File: src/hw/rtl/crpr_pkg.sv
// Shared types and constants for the chain packet receive relay.
package crpr_pkg;

  localparam int unsigned CFG_IDX_W = 1;
  localparam int unsigned CFG_DATA_W = 8;

  localparam logic [CFG_IDX_W-1:0] CFG_MAGIC = 1'd0;
  localparam logic [CFG_IDX_W-1:0] CFG_BYPASS = 1'd1;

  localparam logic [7:0] MAGIC_RST = 8'h42;
  localparam logic [7:0] BYPASS_RST = 8'h03;

  localparam int unsigned QUEUE_DEPTH_DEF = 4;

  localparam int unsigned OUT_TDATA_W = 48;
  localparam int unsigned OUT_TUSER_W = 2;

  // One classified input byte: what the back end must emit for it.
  typedef struct packed {
    logic        hdr3;      // magic, hop and opcode go downstream as three beats
    logic        to_down;   // one downstream beat
    logic        to_local;  // one local beat (after the downstream one)
    logic [7:0]  magic;
    logic [7:0]  hop;
    logic [7:0]  data;
    logic [7:0]  opcode;
    logic [15:0] flen;
    logic        payload;
    logic [15:0] index;
    logic        last;
  } job_t;

  // One result beat.
  typedef struct packed {
    logic        dest;
    logic [7:0]  data;
    logic [7:0]  opcode;
    logic [15:0] flen;
    logic        payload;
    logic [15:0] index;
    logic        last;
  } beat_t;

endpackage

File: src/hw/rtl/crpr_front.sv
// Front end: header parser that classifies received bytes into jobs for the back end.
module crpr_front import crpr_pkg::*; (
  input  logic                  clk_i,
  input  logic                  rst_ni,
  input  logic                  cfg_we_i,
  input  logic [CFG_IDX_W-1:0]  cfg_idx_i,
  input  logic [CFG_DATA_W-1:0] cfg_data_i,
  input  logic                  in_valid_i,
  input  logic [7:0]            in_byte_i,
  output logic                  in_ready_o,
  input  logic                  q_full_i,
  output logic                  push_o,
  output job_t                  job_o
);

  typedef enum logic [2:0] {
    PH_WAIT  = 3'd0,
    PH_HOP   = 3'd1,
    PH_OP    = 3'd2,
    PH_LENHI = 3'd3,
    PH_LENLO = 3'd4,
    PH_DATA  = 3'd5
  } phase_e;

  phase_e      phase_q, phase_d;
  logic [7:0]  magic_q, bypass_q;
  logic [7:0]  hop_q, hop_d;
  logic [7:0]  op_q, op_d;
  logic [15:0] len_q, len_d;
  logic [15:0] cnt_q, cnt_d;
  logic        relay_q, relay_d;

  logic        accept;
  logic        is_local;
  logic        relay_new;
  logic        fin;
  logic        zero_len;
  logic [15:0] len_full;

  assign in_ready_o = !q_full_i;
  assign accept     = in_valid_i && !q_full_i;
  assign is_local   = (hop_q == 8'd0);
  assign relay_new  = !is_local || (in_byte_i == bypass_q);
  assign len_full   = {len_q[15:8], in_byte_i};
  assign zero_len   = (len_full == 16'd0);
  assign fin        = (cnt_q == (len_q - 16'd1));

  always_ff @(posedge clk_i or negedge rst_ni) begin
    if (!rst_ni) begin
      magic_q  <= MAGIC_RST;
      bypass_q <= BYPASS_RST;
    end else if (cfg_we_i) begin
      case (cfg_idx_i)
        CFG_MAGIC:  magic_q  <= cfg_data_i;
        CFG_BYPASS: bypass_q <= cfg_data_i;
        default: ;
      endcase
    end
  end

  always_comb begin
    phase_d = phase_q;
    hop_d   = hop_q;
    op_d    = op_q;
    len_d   = len_q;
    cnt_d   = cnt_q;
    relay_d = relay_q;
    push_o  = 1'b0;
    job_o   = '0;
    job_o.magic  = magic_q;
    job_o.opcode = op_q;
    job_o.data   = in_byte_i;
    if (accept) begin
      case (phase_q)
        PH_HOP: begin
          hop_d   = in_byte_i;
          phase_d = PH_OP;
        end
        PH_OP: begin
          op_d    = in_byte_i;
          relay_d = relay_new;
          // Hold the header until the opcode tells whether the frame is relayed.
          push_o       = relay_new;
          job_o.hdr3   = 1'b1;
          job_o.hop    = is_local ? 8'd0 : (hop_q - 8'd1);
          job_o.opcode = in_byte_i;
          phase_d      = PH_LENHI;
        end
        PH_LENHI: begin
          len_d         = {in_byte_i, 8'd0};
          push_o        = relay_q;
          job_o.to_down = 1'b1;
          phase_d       = PH_LENLO;
        end
        PH_LENLO: begin
          len_d          = len_full;
          cnt_d          = 16'd0;
          push_o         = relay_q || is_local;
          job_o.to_down  = relay_q;
          job_o.to_local = is_local;
          job_o.flen     = len_full;
          job_o.last     = zero_len;
          phase_d        = zero_len ? PH_WAIT : PH_DATA;
        end
        PH_DATA: begin
          push_o         = relay_q || is_local;
          job_o.to_down  = relay_q;
          job_o.to_local = is_local;
          job_o.flen     = len_q;
          job_o.payload  = 1'b1;
          job_o.index    = cnt_q;
          job_o.last     = fin;
          cnt_d          = cnt_q + 16'd1;
          if (fin) begin
            phase_d = PH_WAIT;
          end
        end
        default: begin
          // Drop bytes until a start byte opens a frame.
          if (in_byte_i == magic_q) begin
            phase_d = PH_HOP;
            hop_d   = 8'd0;
            op_d    = 8'd0;
            len_d   = 16'd0;
            cnt_d   = 16'd0;
            relay_d = 1'b0;
          end else begin
            phase_d = PH_WAIT;
          end
        end
      endcase
    end
  end

  always_ff @(posedge clk_i or negedge rst_ni) begin
    if (!rst_ni) begin
      phase_q <= PH_WAIT;
      hop_q   <= 8'd0;
      op_q    <= 8'd0;
      len_q   <= 16'd0;
      cnt_q   <= 16'd0;
      relay_q <= 1'b0;
    end else begin
      phase_q <= phase_d;
      hop_q   <= hop_d;
      op_q    <= op_d;
      len_q   <= len_d;
      cnt_q   <= cnt_d;
      relay_q <= relay_d;
    end
  end

endmodule

File: src/hw/rtl/crpr_queue.sv
// Job queue between the header parser and the beat emitter.
module crpr_queue import crpr_pkg::*; #(
  parameter int unsigned DEPTH = QUEUE_DEPTH_DEF
) (
  input  logic clk_i,
  input  logic rst_ni,
  input  logic push_i,
  input  job_t push_job_i,
  output logic full_o,
  input  logic pop_i,
  output logic valid_o,
  output job_t head_o
);

  localparam int unsigned PTR_W = (DEPTH > 1) ? $clog2(DEPTH) : 1;
  localparam int unsigned CNT_W = $clog2(DEPTH + 1);
  localparam logic [PTR_W-1:0] PTR_LAST = PTR_W'(DEPTH - 1);
  localparam logic [CNT_W-1:0] CNT_FULL = CNT_W'(DEPTH);

  job_t             mem_q [DEPTH];
  logic [PTR_W-1:0] wr_ptr_q, wr_ptr_d;
  logic [PTR_W-1:0] rd_ptr_q, rd_ptr_d;
  logic [CNT_W-1:0] cnt_q, cnt_d;
  logic             do_push, do_pop;

  assign full_o  = (cnt_q == CNT_FULL);
  assign valid_o = (cnt_q != '0);
  assign head_o  = mem_q[rd_ptr_q];
  assign do_push = push_i && !full_o;
  assign do_pop  = pop_i && valid_o;

  always_comb begin
    wr_ptr_d = wr_ptr_q;
    rd_ptr_d = rd_ptr_q;
    cnt_d    = cnt_q;
    if (do_push) begin
      wr_ptr_d = (wr_ptr_q == PTR_LAST) ? '0 : (wr_ptr_q + PTR_W'(1));
    end
    if (do_pop) begin
      rd_ptr_d = (rd_ptr_q == PTR_LAST) ? '0 : (rd_ptr_q + PTR_W'(1));
    end
    case ({do_push, do_pop})
      2'b10:   cnt_d = cnt_q + CNT_W'(1);
      2'b01:   cnt_d = cnt_q - CNT_W'(1);
      default: cnt_d = cnt_q;
    endcase
  end

  always_ff @(posedge clk_i) begin
    if (do_push) begin
      mem_q[wr_ptr_q] <= push_job_i;
    end
  end

  always_ff @(posedge clk_i or negedge rst_ni) begin
    if (!rst_ni) begin
      wr_ptr_q <= '0;
      rd_ptr_q <= '0;
      cnt_q    <= '0;
    end else begin
      wr_ptr_q <= wr_ptr_d;
      rd_ptr_q <= rd_ptr_d;
      cnt_q    <= cnt_d;
    end
  end

`ifndef SYNTHESIS
  a_cnt_bound: assert property (@(posedge clk_i) disable iff (!rst_ni)
    cnt_q <= CNT_FULL)
    else $error("queue fill count beyond depth");

  a_no_push_full: assert property (@(posedge clk_i) disable iff (!rst_ni)
    push_i |-> !full_o)
    else $error("push into a full queue");

  a_ptr_match: assert property (@(posedge clk_i) disable iff (!rst_ni)
    (cnt_q == '0 || cnt_q == CNT_FULL) |-> (wr_ptr_q == rd_ptr_q))
    else $error("queue pointers disagree with fill count");
`endif

endmodule

File: src/hw/rtl/crpr_back.sv
// Back end: expands each queued job into result beats through an output register.
module crpr_back import crpr_pkg::*; (
  input  logic  clk_i,
  input  logic  rst_ni,
  input  logic  job_valid_i,
  input  job_t  job_i,
  output logic  pop_o,
  output logic  out_valid_o,
  input  logic  out_ready_i,
  output beat_t out_beat_o
);

  logic [1:0] beat_q, beat_d;
  logic [1:0] n_beats;
  logic       load;
  logic       take;
  logic       last_beat;
  logic       valid_q, valid_d;
  beat_t      beat_out_q;
  beat_t      beat_cur;

  assign n_beats   = job_i.hdr3 ? 2'd3 : ({1'b0, job_i.to_down} + {1'b0, job_i.to_local});
  assign load      = !valid_q || out_ready_i;
  assign take      = job_valid_i && load;
  assign last_beat = (beat_q == (n_beats - 2'd1));
  assign pop_o     = take && last_beat;

  always_comb begin
    beat_cur         = '0;
    beat_cur.opcode  = job_i.opcode;
    beat_cur.flen    = job_i.flen;
    beat_cur.payload = job_i.payload;
    beat_cur.index   = job_i.index;
    beat_cur.last    = job_i.last;
    if (job_i.hdr3) begin
      beat_cur.dest = 1'b0;
      case (beat_q)
        2'd0:    beat_cur.data = job_i.magic;
        2'd1:    beat_cur.data = job_i.hop;
        default: beat_cur.data = job_i.opcode;
      endcase
    end else begin
      // Downstream copy goes first when both sides get the byte.
      beat_cur.dest = !(job_i.to_down && (beat_q == 2'd0));
      beat_cur.data = (beat_cur.dest && !job_i.payload) ? 8'd0 : job_i.data;
    end
  end

  always_comb begin
    beat_d  = beat_q;
    valid_d = valid_q;
    if (load) begin
      valid_d = job_valid_i;
    end
    if (take) begin
      beat_d = last_beat ? 2'd0 : (beat_q + 2'd1);
    end
  end

  always_ff @(posedge clk_i or negedge rst_ni) begin
    if (!rst_ni) begin
      beat_q  <= 2'd0;
      valid_q <= 1'b0;
    end else begin
      beat_q  <= beat_d;
      valid_q <= valid_d;
    end
  end

  always_ff @(posedge clk_i) begin
    if (take) begin
      beat_out_q <= beat_cur;
    end
  end

  assign out_valid_o = valid_q;
  assign out_beat_o  = beat_out_q;

`ifndef SYNTHESIS
  a_idle_beat: assert property (@(posedge clk_i) disable iff (!rst_ni)
    !job_valid_i |-> (beat_q == 2'd0))
    else $error("job left the queue with beats pending");

  a_beat_range: assert property (@(posedge clk_i) disable iff (!rst_ni)
    job_valid_i |-> (beat_q < n_beats))
    else $error("beat count beyond job length");

  a_pop_loads: assert property (@(posedge clk_i) disable iff (!rst_ni)
    pop_o |=> valid_q)
    else $error("popped job produced no beat");
`endif

endmodule

File: src/hw/rtl/chain_packet_receive_relay_core.sv
// Top level of the chain packet receive relay.
// Takes received bytes of daisy-chain frames (magic, hop count, opcode, big-endian
// 16-bit length, payload) one beat per cycle and emits downstream (tuser dest 0) and
// local (dest 1) result beats, one per cycle while m_axis_tready is high, through a
// registered output. A header parser accepts a byte every cycle while the job queue
// (QUEUE_DEPTH entries) has room; the beat emitter drains one result beat per cycle
// while the output is ready, so an opcode byte of a relayed frame yields three
// result beats and a payload byte of a bypass frame two. The output port's one beat
// per cycle sets the sustained rate: one byte per cycle for plain relay or local
// frames, two result beats per byte for bypass payload. A byte's first result beat
// passes through the job queue and then the output register before it is presented.
// Configuration writes take effect at the next edge and are to be made while no
// frame is in flight.
module chain_packet_receive_relay_core import crpr_pkg::*; #(
  parameter int unsigned QUEUE_DEPTH = QUEUE_DEPTH_DEF
) (
  input  logic                   clk_i,
  input  logic                   rst_ni,
  input  logic                   cfg_we_i,
  input  logic [CFG_IDX_W-1:0]   cfg_idx_i,
  input  logic [CFG_DATA_W-1:0]  cfg_data_i,
  input  logic                   s_axis_tvalid,
  output logic                   s_axis_tready,
  input  logic [7:0]             s_axis_tdata,   // [7:0] rx_byte
  output logic                   m_axis_tvalid,
  input  logic                   m_axis_tready,
  // [7:0] out_byte, [15:8] opcode, [31:16] frame_length, [47:32] payload_index
  output logic [OUT_TDATA_W-1:0] m_axis_tdata,
  output logic [OUT_TUSER_W-1:0] m_axis_tuser,   // [0] dest, [1] is_payload
  output logic                   m_axis_tlast
);

  logic  q_full;
  logic  push;
  job_t  push_job;
  logic  pop;
  logic  job_valid;
  job_t  head_job;
  beat_t beat;

  crpr_front u_front (
    .clk_i      (clk_i),
    .rst_ni     (rst_ni),
    .cfg_we_i   (cfg_we_i),
    .cfg_idx_i  (cfg_idx_i),
    .cfg_data_i (cfg_data_i),
    .in_valid_i (s_axis_tvalid),
    .in_byte_i  (s_axis_tdata),
    .in_ready_o (s_axis_tready),
    .q_full_i   (q_full),
    .push_o     (push),
    .job_o      (push_job)
  );

  crpr_queue #(
    .DEPTH (QUEUE_DEPTH)
  ) u_queue (
    .clk_i      (clk_i),
    .rst_ni     (rst_ni),
    .push_i     (push),
    .push_job_i (push_job),
    .full_o     (q_full),
    .pop_i      (pop),
    .valid_o    (job_valid),
    .head_o     (head_job)
  );

  crpr_back u_back (
    .clk_i       (clk_i),
    .rst_ni      (rst_ni),
    .job_valid_i (job_valid),
    .job_i       (head_job),
    .pop_o       (pop),
    .out_valid_o (m_axis_tvalid),
    .out_ready_i (m_axis_tready),
    .out_beat_o  (beat)
  );

  assign m_axis_tdata = {beat.index, beat.flen, beat.opcode, beat.data};
  assign m_axis_tuser = {beat.payload, beat.dest};
  assign m_axis_tlast = beat.last;

endmodule
File: config.mk
export PLATFORM = sky130hd
export DESIGN_NAME = chain_packet_receive_relay_core
export DESIGN_NICKNAME = d
export VERILOG_FILES = /design/src/hw/rtl/crpr_pkg.sv /design/src/hw/rtl/crpr_front.sv /design/src/hw/rtl/crpr_queue.sv /design/src/hw/rtl/crpr_back.sv /design/src/hw/rtl/chain_packet_receive_relay_core.sv
export SDC_FILE = /design/constraint.sdc
export NUM_CORES = 1
export LEC_CHECK = 0
export ABC_AREA = 1
export BUFFER_PORTS_ARGS = -buffer_cell sky130_fd_sc_hd__buf_2
export CAP_MARGIN = 5
export CORE_UTILIZATION = 55
export DETAILED_ROUTE_END_ITERATION = 6
export GPL_ROUTABILITY_DRIVEN = 0
export GPL_TIMING_DRIVEN = 0
export MAX_ROUTING_LAYER = met4
export PLACE_DENSITY = 0.73
export SLEW_MARGIN = 10
export SYNTH_ARGS = -nofsm -noshare
export SYNTH_HDL_FRONTEND = slang
export SYNTH_SLANG_ARGS = --single-unit
File: constraint.sdc
create_clock -name clk_i -period 5.2 [get_ports clk_i]
set_input_delay 0.78 -clock clk_i [delete_from_list [all_inputs] [get_ports clk_i]]
set_output_delay 0.78 -clock clk_i [all_outputs]
set_load 0.01 [all_outputs]
# == Yosys cells after proc, flatten, opt, wreduce, memory -nomap -nowiden ==
# Memory sizes are Yosys's and may differ from the RTL's.
# Cells that the tools add are included.
# totals
ff_bits,129
ram_bits,276
output_inout_bits,53
mem_count,1
# classes
add_sub_neg,10
eq_ne,16
muxes,36
bitwise_logic,6
reduce_logical,38
# mem_list
memory,depth,word_bits,read_ports,rd_clocked_by_memory_dff,wr,line_no,rtl
u_queue.mem_q,4,69,1,0,1,crpr_queue.sv:20,job_t mem_q [DEPTH];
# ops
op,n
$pmux 16 s3,2
$mux 8,7
$pmux 8 s2,3
$mux 42,1
$pmux 16 s2,1
$mux 17,1
$add 16x1->16 const B,1
$eq 16x16->1,1
$eq 8x8->1,2
$logic_not 16->1,1
$mux 16,1
$sub 16x1->16 const B,1
$pmux 3 s5,1
$reduce_and 3->1,4
$eq 3x3->1 const B,3
$mux 3,3
$reduce_bool 3->1,3
$logic_not 8->1,1
$mux 2,4
$reduce_bool 2->1,4
$reduce_or 4->1,2
$sub 8x1->8 const B,1
$logic_and 1x1->1,7
$mux 1,7
22 further kinds,44

# == Depth between registers and ports, before layout ==
# An unclocked memory read counts as a cell.
# logic_depth
word_depth,9
ltp_mapped,20
mapped_depth_nobuf,17

# == Hierarchy ==
# From an unflattened synthesis, not the netlist that was laid out.
# hier_totals
hier_cells,1663
area_unflattened_um2,18632.9
# modules_own_cells
module,n_inst,cells_per_inst,area_per_inst_um2
crpr_queue,1,865,12064.1
crpr_front,1,648,4510.6
crpr_back,1,150,2058.2

# == Least setup slack after synthesis ==
# OpenSTA, ideal clock, no wires.
# synth_path
kind,input port to flip-flop
start,input m_axis_tready
end,register u_queue.cnt_q[2]
setup_time_ns,0.131
arrival_time_ns,4.906
required_time_ns,5.069
path_slack_ns,0.163
cell_stages,10
n_path_buf,0
path_cell_list,nor2_1 a31oi_1 nand2_2 inv_1 ha_1 inv_1 fa_1 a21oi_1 o21ai_0 xor2_1
# synth_via
elab_chain_len,6
word_cells_on_any_way,8
cone_classes,eq/ne (2); mux (1); reduce/logical (5)
# synth_rtl
element,line_no,rtl
"start, declared",chain_packet_receive_relay_core.sv:26,"input logic m_axis_tready,"
$logic_or 1x1->1 (*),crpr_back.sv:23,assign load = !valid_q || out_ready_i;
$logic_and 1x1->1 (*),crpr_back.sv:24,assign take = job_valid_i && load;
via u_back.take,crpr_back.sv:16,logic take;
$logic_and 1x1->1 (*),crpr_back.sv:26,assign pop_o = take && last_beat;
$logic_and 1x1->1 (*),crpr_queue.sv:30,assign do_pop = pop_i && valid_o;
via u_queue.do_pop,crpr_queue.sv:24,"logic do_push, do_pop;"
$eq 2x1->1 or $eq 2x2->1 (tied branches),crpr_queue.sv:42,"case ({do_push, do_pop})"
$pmux 3 s2 or $reduce_bool 2->1 (tied branches),--,
"end signal, assigned",crpr_queue.sv:63,cnt_q <= cnt_d;
"end, declared",crpr_queue.sv:23,"logic [CNT_W-1:0] cnt_q, cnt_d;"
# The timed path passes the listed nets; every way through them passes the cells marked *.
# A chain may end at the register's enable or synchronous reset.

# == Worst setup path after layout ==
# layout_path
start,register u_queue.rd_ptr_q[1]
end,register u_queue.cnt_q[2]
# layout_via
elab_chain_len,9
word_cells_on_any_way,11
cone_classes,add/sub (2); eq/ne (3); mux (2); reduce/logical (3); memory (1)
# layout_rtl
element,line_no,rtl
"start, declared",crpr_queue.sv:22,"logic [PTR_W-1:0] rd_ptr_q, rd_ptr_d;"
"start signal, assigned",crpr_queue.sv:62,rd_ptr_q <= rd_ptr_d;
$mem_v2 4x69 (*),--,
$add 1x1->2,crpr_back.sv:22,"assign n_beats = job_i.hdr3 ? 2'd3 : ({1'b0, job_i.to_down} + {1'b0, job_i.to_local});"
$mux 2 (*),crpr_back.sv:22,
$sub 2x1->2 (*),crpr_back.sv:25,assign last_beat = (beat_q == (n_beats - 2'd1));
$eq 2x2->1 (*),crpr_back.sv:25,
$logic_and 1x1->1 (*),crpr_back.sv:26,
$logic_and 1x1->1 (*),crpr_queue.sv:30,
via u_queue.do_pop,crpr_queue.sv:24,
$eq 2x1->1 or $eq 2x2->1 (tied branches),crpr_queue.sv:42,
$pmux 3 s2 or $reduce_bool 2->1 (tied branches),--,
# Marks and branches as above.

==> results.json <==
{
  "grt_max_degree": 62,
  "r2r_cells": 18,
  "htree_levels": 2,
  "postCtsResizedCells": 0,
  "vias": 11960,
  "worstMarginPinSlew_ns": 0.8547,
  "async_flop_share": 0.1926,
  "placementRows": 64,
  "sequentialPowerShare": 0.407,
  "cpMaxStageDelayCell": "clkbuf_1",
  "crit_buf_inv": 6,
  "p_clk_frac": 0.262,
  "final_util": 0.6431,
  "cp_max_fo": 10,
  "synthCells": 1494,
  "endpoint_kind": "register",
  "drv_slew": 0,
  "finalPower_mw": 11.19,
  "vias_per_cell": 5.824,
  "timing.rr.start": "u_queue.rd_ptr_q[1]",
  "die_h_um": 178.1,
  "grt_pass1_vias": 11160,
  "comb_power_share": 0.331,
  "met2_length_um": 19300,
  "dp_hpwl_um": 28050,
  "dp_cells": 1979,
  "die_w_um": 178.1,
  "drc": 0,
  "post-route-period-util": 0.8935,
  "layout-drive-gt1-share": 0.1261,
  "seq_area_frac_synth": 0.6904,
  "status": "completed",
  "finalNonFillerCells": 2054,
  "synth_edf_count": 327,
  "power_density_nw_per_um2": 568.8,
  "path_clk_slew_ns": 0.07,
  "cts_root_buf": "clkbuf_16",
  "period_needed_ns": 4.646,
  "yosysWarningCount": 0,
  "clk_path_buf_depth": 3,
  "drt-total-wl_um": 41430,
  "worstSkewPairLatency_ns": 0.53,
  "ys.flop_type": "edfxtp_1",
  "path_depth": 18,
  "setup_viol": 0,
  "slew-limit-headroom": 0.4288,
  "cts.sinks": 405,
  "fmax_ghz": 0.2152,
  "fin_skew_ns": 0.01434,
  "ant_nets": 0,
  "setup_tns_ns": 0,
  "startpoint": "u_queue.rd_ptr_q[1]",
  "power_leakage_nw": 7.556,
  "rsz0062_at_grt": "no",
  "pre_cts_ws_ns": 0.7167,
  "switching_share": 0.3577,
  "crit_path_end": "u_queue.cnt_q[2]",
  "crit_path_cell_trace": "inv_2, buf_2, clkbuf_1, clkbuf_1, o21ai_0, o22ai_1, ha_1, nor3_1, nand3_1, nand2_2, nand2_2, inv_1, ha_1, inv_1, fa_1, a21oi_1, o21ai_0, xor2_1",
  "hp-class": "input pin to asynchronous set/reset pin",
  "antenna_found_initial": 1,
  "critPathKind": "register to register",
  "drv_cap": 0,
  "place_area_um2": 18320,
  "nNetsFinal": 1661,
  "dr.pass1.iters": 6,
  "post-cts-setup-buffers": 0,
  "grt_usage": 0.2753,
  "highest_layer": "met4",
  "syn_area_per_cell_um2": 11.42,
  "drtIter0Drc": 1387,
  "cpPeakStageDelay_ns": 0.66,
  "core_area_um2": 30590,
  "vdd_drop_max_mv": 0.2799,
  "crit_required_ns": 5.60,
  "dieArea_um2": 31720,
  "r2r_slack_ns": 0.55,
  "drt-met1-wl_um": 17030,
  "ys_seq_elements": 405,
  "power.internal_mw": 7.187,
  "netlist_area_um2": 17060,
  "overflow": 0,
  "r2r-end": "u_queue.cnt_q[2]",
  "synthesis.nets": 1529,
  "worst_ep_arrival_time_ns": 5.05,
  "io_buffers": 74,
  "postLayoutCellArea_um2": 19670,
  "hold_ws_ns": 0.1453,
  "startpoint_type": "register",
  "fill_cells": 2244,
  "wl_met3_um": 4223,
  "setup_ws_ns": 0.5539,
  "switchingPower_mw": 4.002,
  "area_growth_pct": 15.32,
  "wire_per_inst_um": 20.17,
  "synth_cell_types": 45,
  "cp_top_family": "buffers and inverters",
  "tritoncts": "done",
  "cts_made_buffers": 41,
  "grt_pass1_wl_um": 63400,
  "cts-hold-fix-buffers": 0,
  "ios": 75,
  "hold_viol": 0,
  "initial_core_util": 0.5576
}
## flip-flops by register name, summed over array words and instances (netlist names)
name and count:
u_front.magic_q 8, u_queue.rd_ptr_q 2, u_front.cnt_q 16, u_front.len_q 16
u_back.out_beat_o 51, u_front.bypass_q 8, u_front.op_q 8, u_queue.wr_ptr_q 2
u_front.relay_q 1, u_back.out_valid_o 1, u_front.phase_q 3, u_queue.mem_q 276
u_queue.cnt_q 3, u_front.hop_q 8, u_back.beat_q 2
## final cells by class
type                       count  area [µm²]  share of cell area
sequential                   405       11780              0.5987
multi-input combinational    905        4598              0.2337
clock buffer                  60        1169             0.05941
timing repair buffer          89       725.7             0.03689
tap                          396       495.5             0.02519
inverter                     117       439.2             0.02233
buffer                        67       289.0             0.01469
clock inverter                14       176.4            0.008968
antenna                        1       2.502           0.0001272
## power groups by stage
stage | Clock [mW] | Combinational [mW] | Sequential (mW)
3_5_place_dp | 0 | 3.62 | 4.61
5_1_grt | 3.09 | 4.08 | 4.61
3_3_place_gp | 0 | 3.39 | 4.65
4_1_cts | 2.96 | 3.65 | 4.55
2_1_floorplan | 0 | 2.19 | 4.70
6_report | 2.94 | 3.70 | 4.55
## layout by cell type, fill, tap and decap left out, types with 3 or more instances in the layout
cell type,n
a21oi_1,26
a32o_1,8
buf_1,4
buf_12,8
buf_16,7
buf_2,91
bufinv_16,4
clkbuf_1,51
clkbuf_16,42
clkbuf_2,6
clkbuf_8,5
clkinv_1,6
dfrtp_1,74
dfstp_2,4
edfxtp_1,327
ha_1,12
inv_1,111
inv_2,6
nand2_1,224
nand2_2,8
nand3_1,62
nand3b_1,3
nand4_1,9
nor2_1,191
nor2_2,8
nor2_4,5
nor3_1,18
nor4_1,9
o21ai_0,180
o21ai_1,3
o22ai_1,53
o31ai_1,20
xnor2_1,27
xor2_1,19
## synthesized netlist by cell type (2+ instances only)
library cell	number	area [µm²]
dfstp_2	4	105.1
nand2_1	224	840.8
inv_2	6	22.52
edfxtp_1	327	9819
xor2_1	19	166.4
o22ai_1	53	331.6
inv_1	111	416.7
nand3b_1	3	22.52
or2_2	2	12.51
a21oi_1	26	130.1
clkbuf_2	6	30.03
nand3_1	62	310.3
and3_1	2	12.51
ha_1	12	150.1
nor2_2	8	50.05
xnor2_1	27	236.5
buf_2	18	90.09
clkbuf_1	38	142.6
a31oi_1	2	12.51
o21ai_0	180	900.9
nand2_2	8	50.05
buf_1	4	15.01
nor4_1	9	56.30
dfrtp_1	74	1852
a32o_1	8	80.08
nand3_2	2	20.02
nand4_1	9	56.30
o31ai_1	20	150.1
nor2_1	195	732.0
o21ai_1	3	15.01
nor3_1	18	90.09
## how the worst min path moves through the flow
| stage | startpoint | end | slack, ns | depth (start not counted) |
|---|---|---|---|---|
| after detailed placement | u_front.hop_q[1] | u_front.hop_q[1] | 0.48 | 2 |
| after CTS | rst_ni | u_front.magic_q[3] | 0.14 | 1 |
| final | rst_ni | u_front.op_q[0] | 0.15 | 1 |
| after global routing | rst_ni | u_front.magic_q[3] | 0.14 | 1 |
| after global placement | u_queue.cnt_q[1] | u_queue.cnt_q[1] | 0.46 | 2 |
| after floorplan | u_queue.cnt_q[1] | u_queue.cnt_q[1] | 0.45 | 2 |
## cell families after synthesis
logic type | after synthesis | share of synthesized area
flip-flops | 405 | 0.6904
AND/OR/NAND/NOR | 547 | 0.1349
AO/OA/AOI/OAI | 299 | 0.09844
adder cells (fa/ha/maj) | 13 | 0.009976
buffers and inverters | 184 | 0.04269
XOR/XNOR | 46 | 0.02362
## per-layer routing
layer  vias up  global-route usage
met5         -                   -
met4         0             0.07229
met3        64             0.04987
met2       622              0.4222
met1      5786              0.3810
li1       5491                   -
No activity file was read; power rests on OpenSTA's default activity.
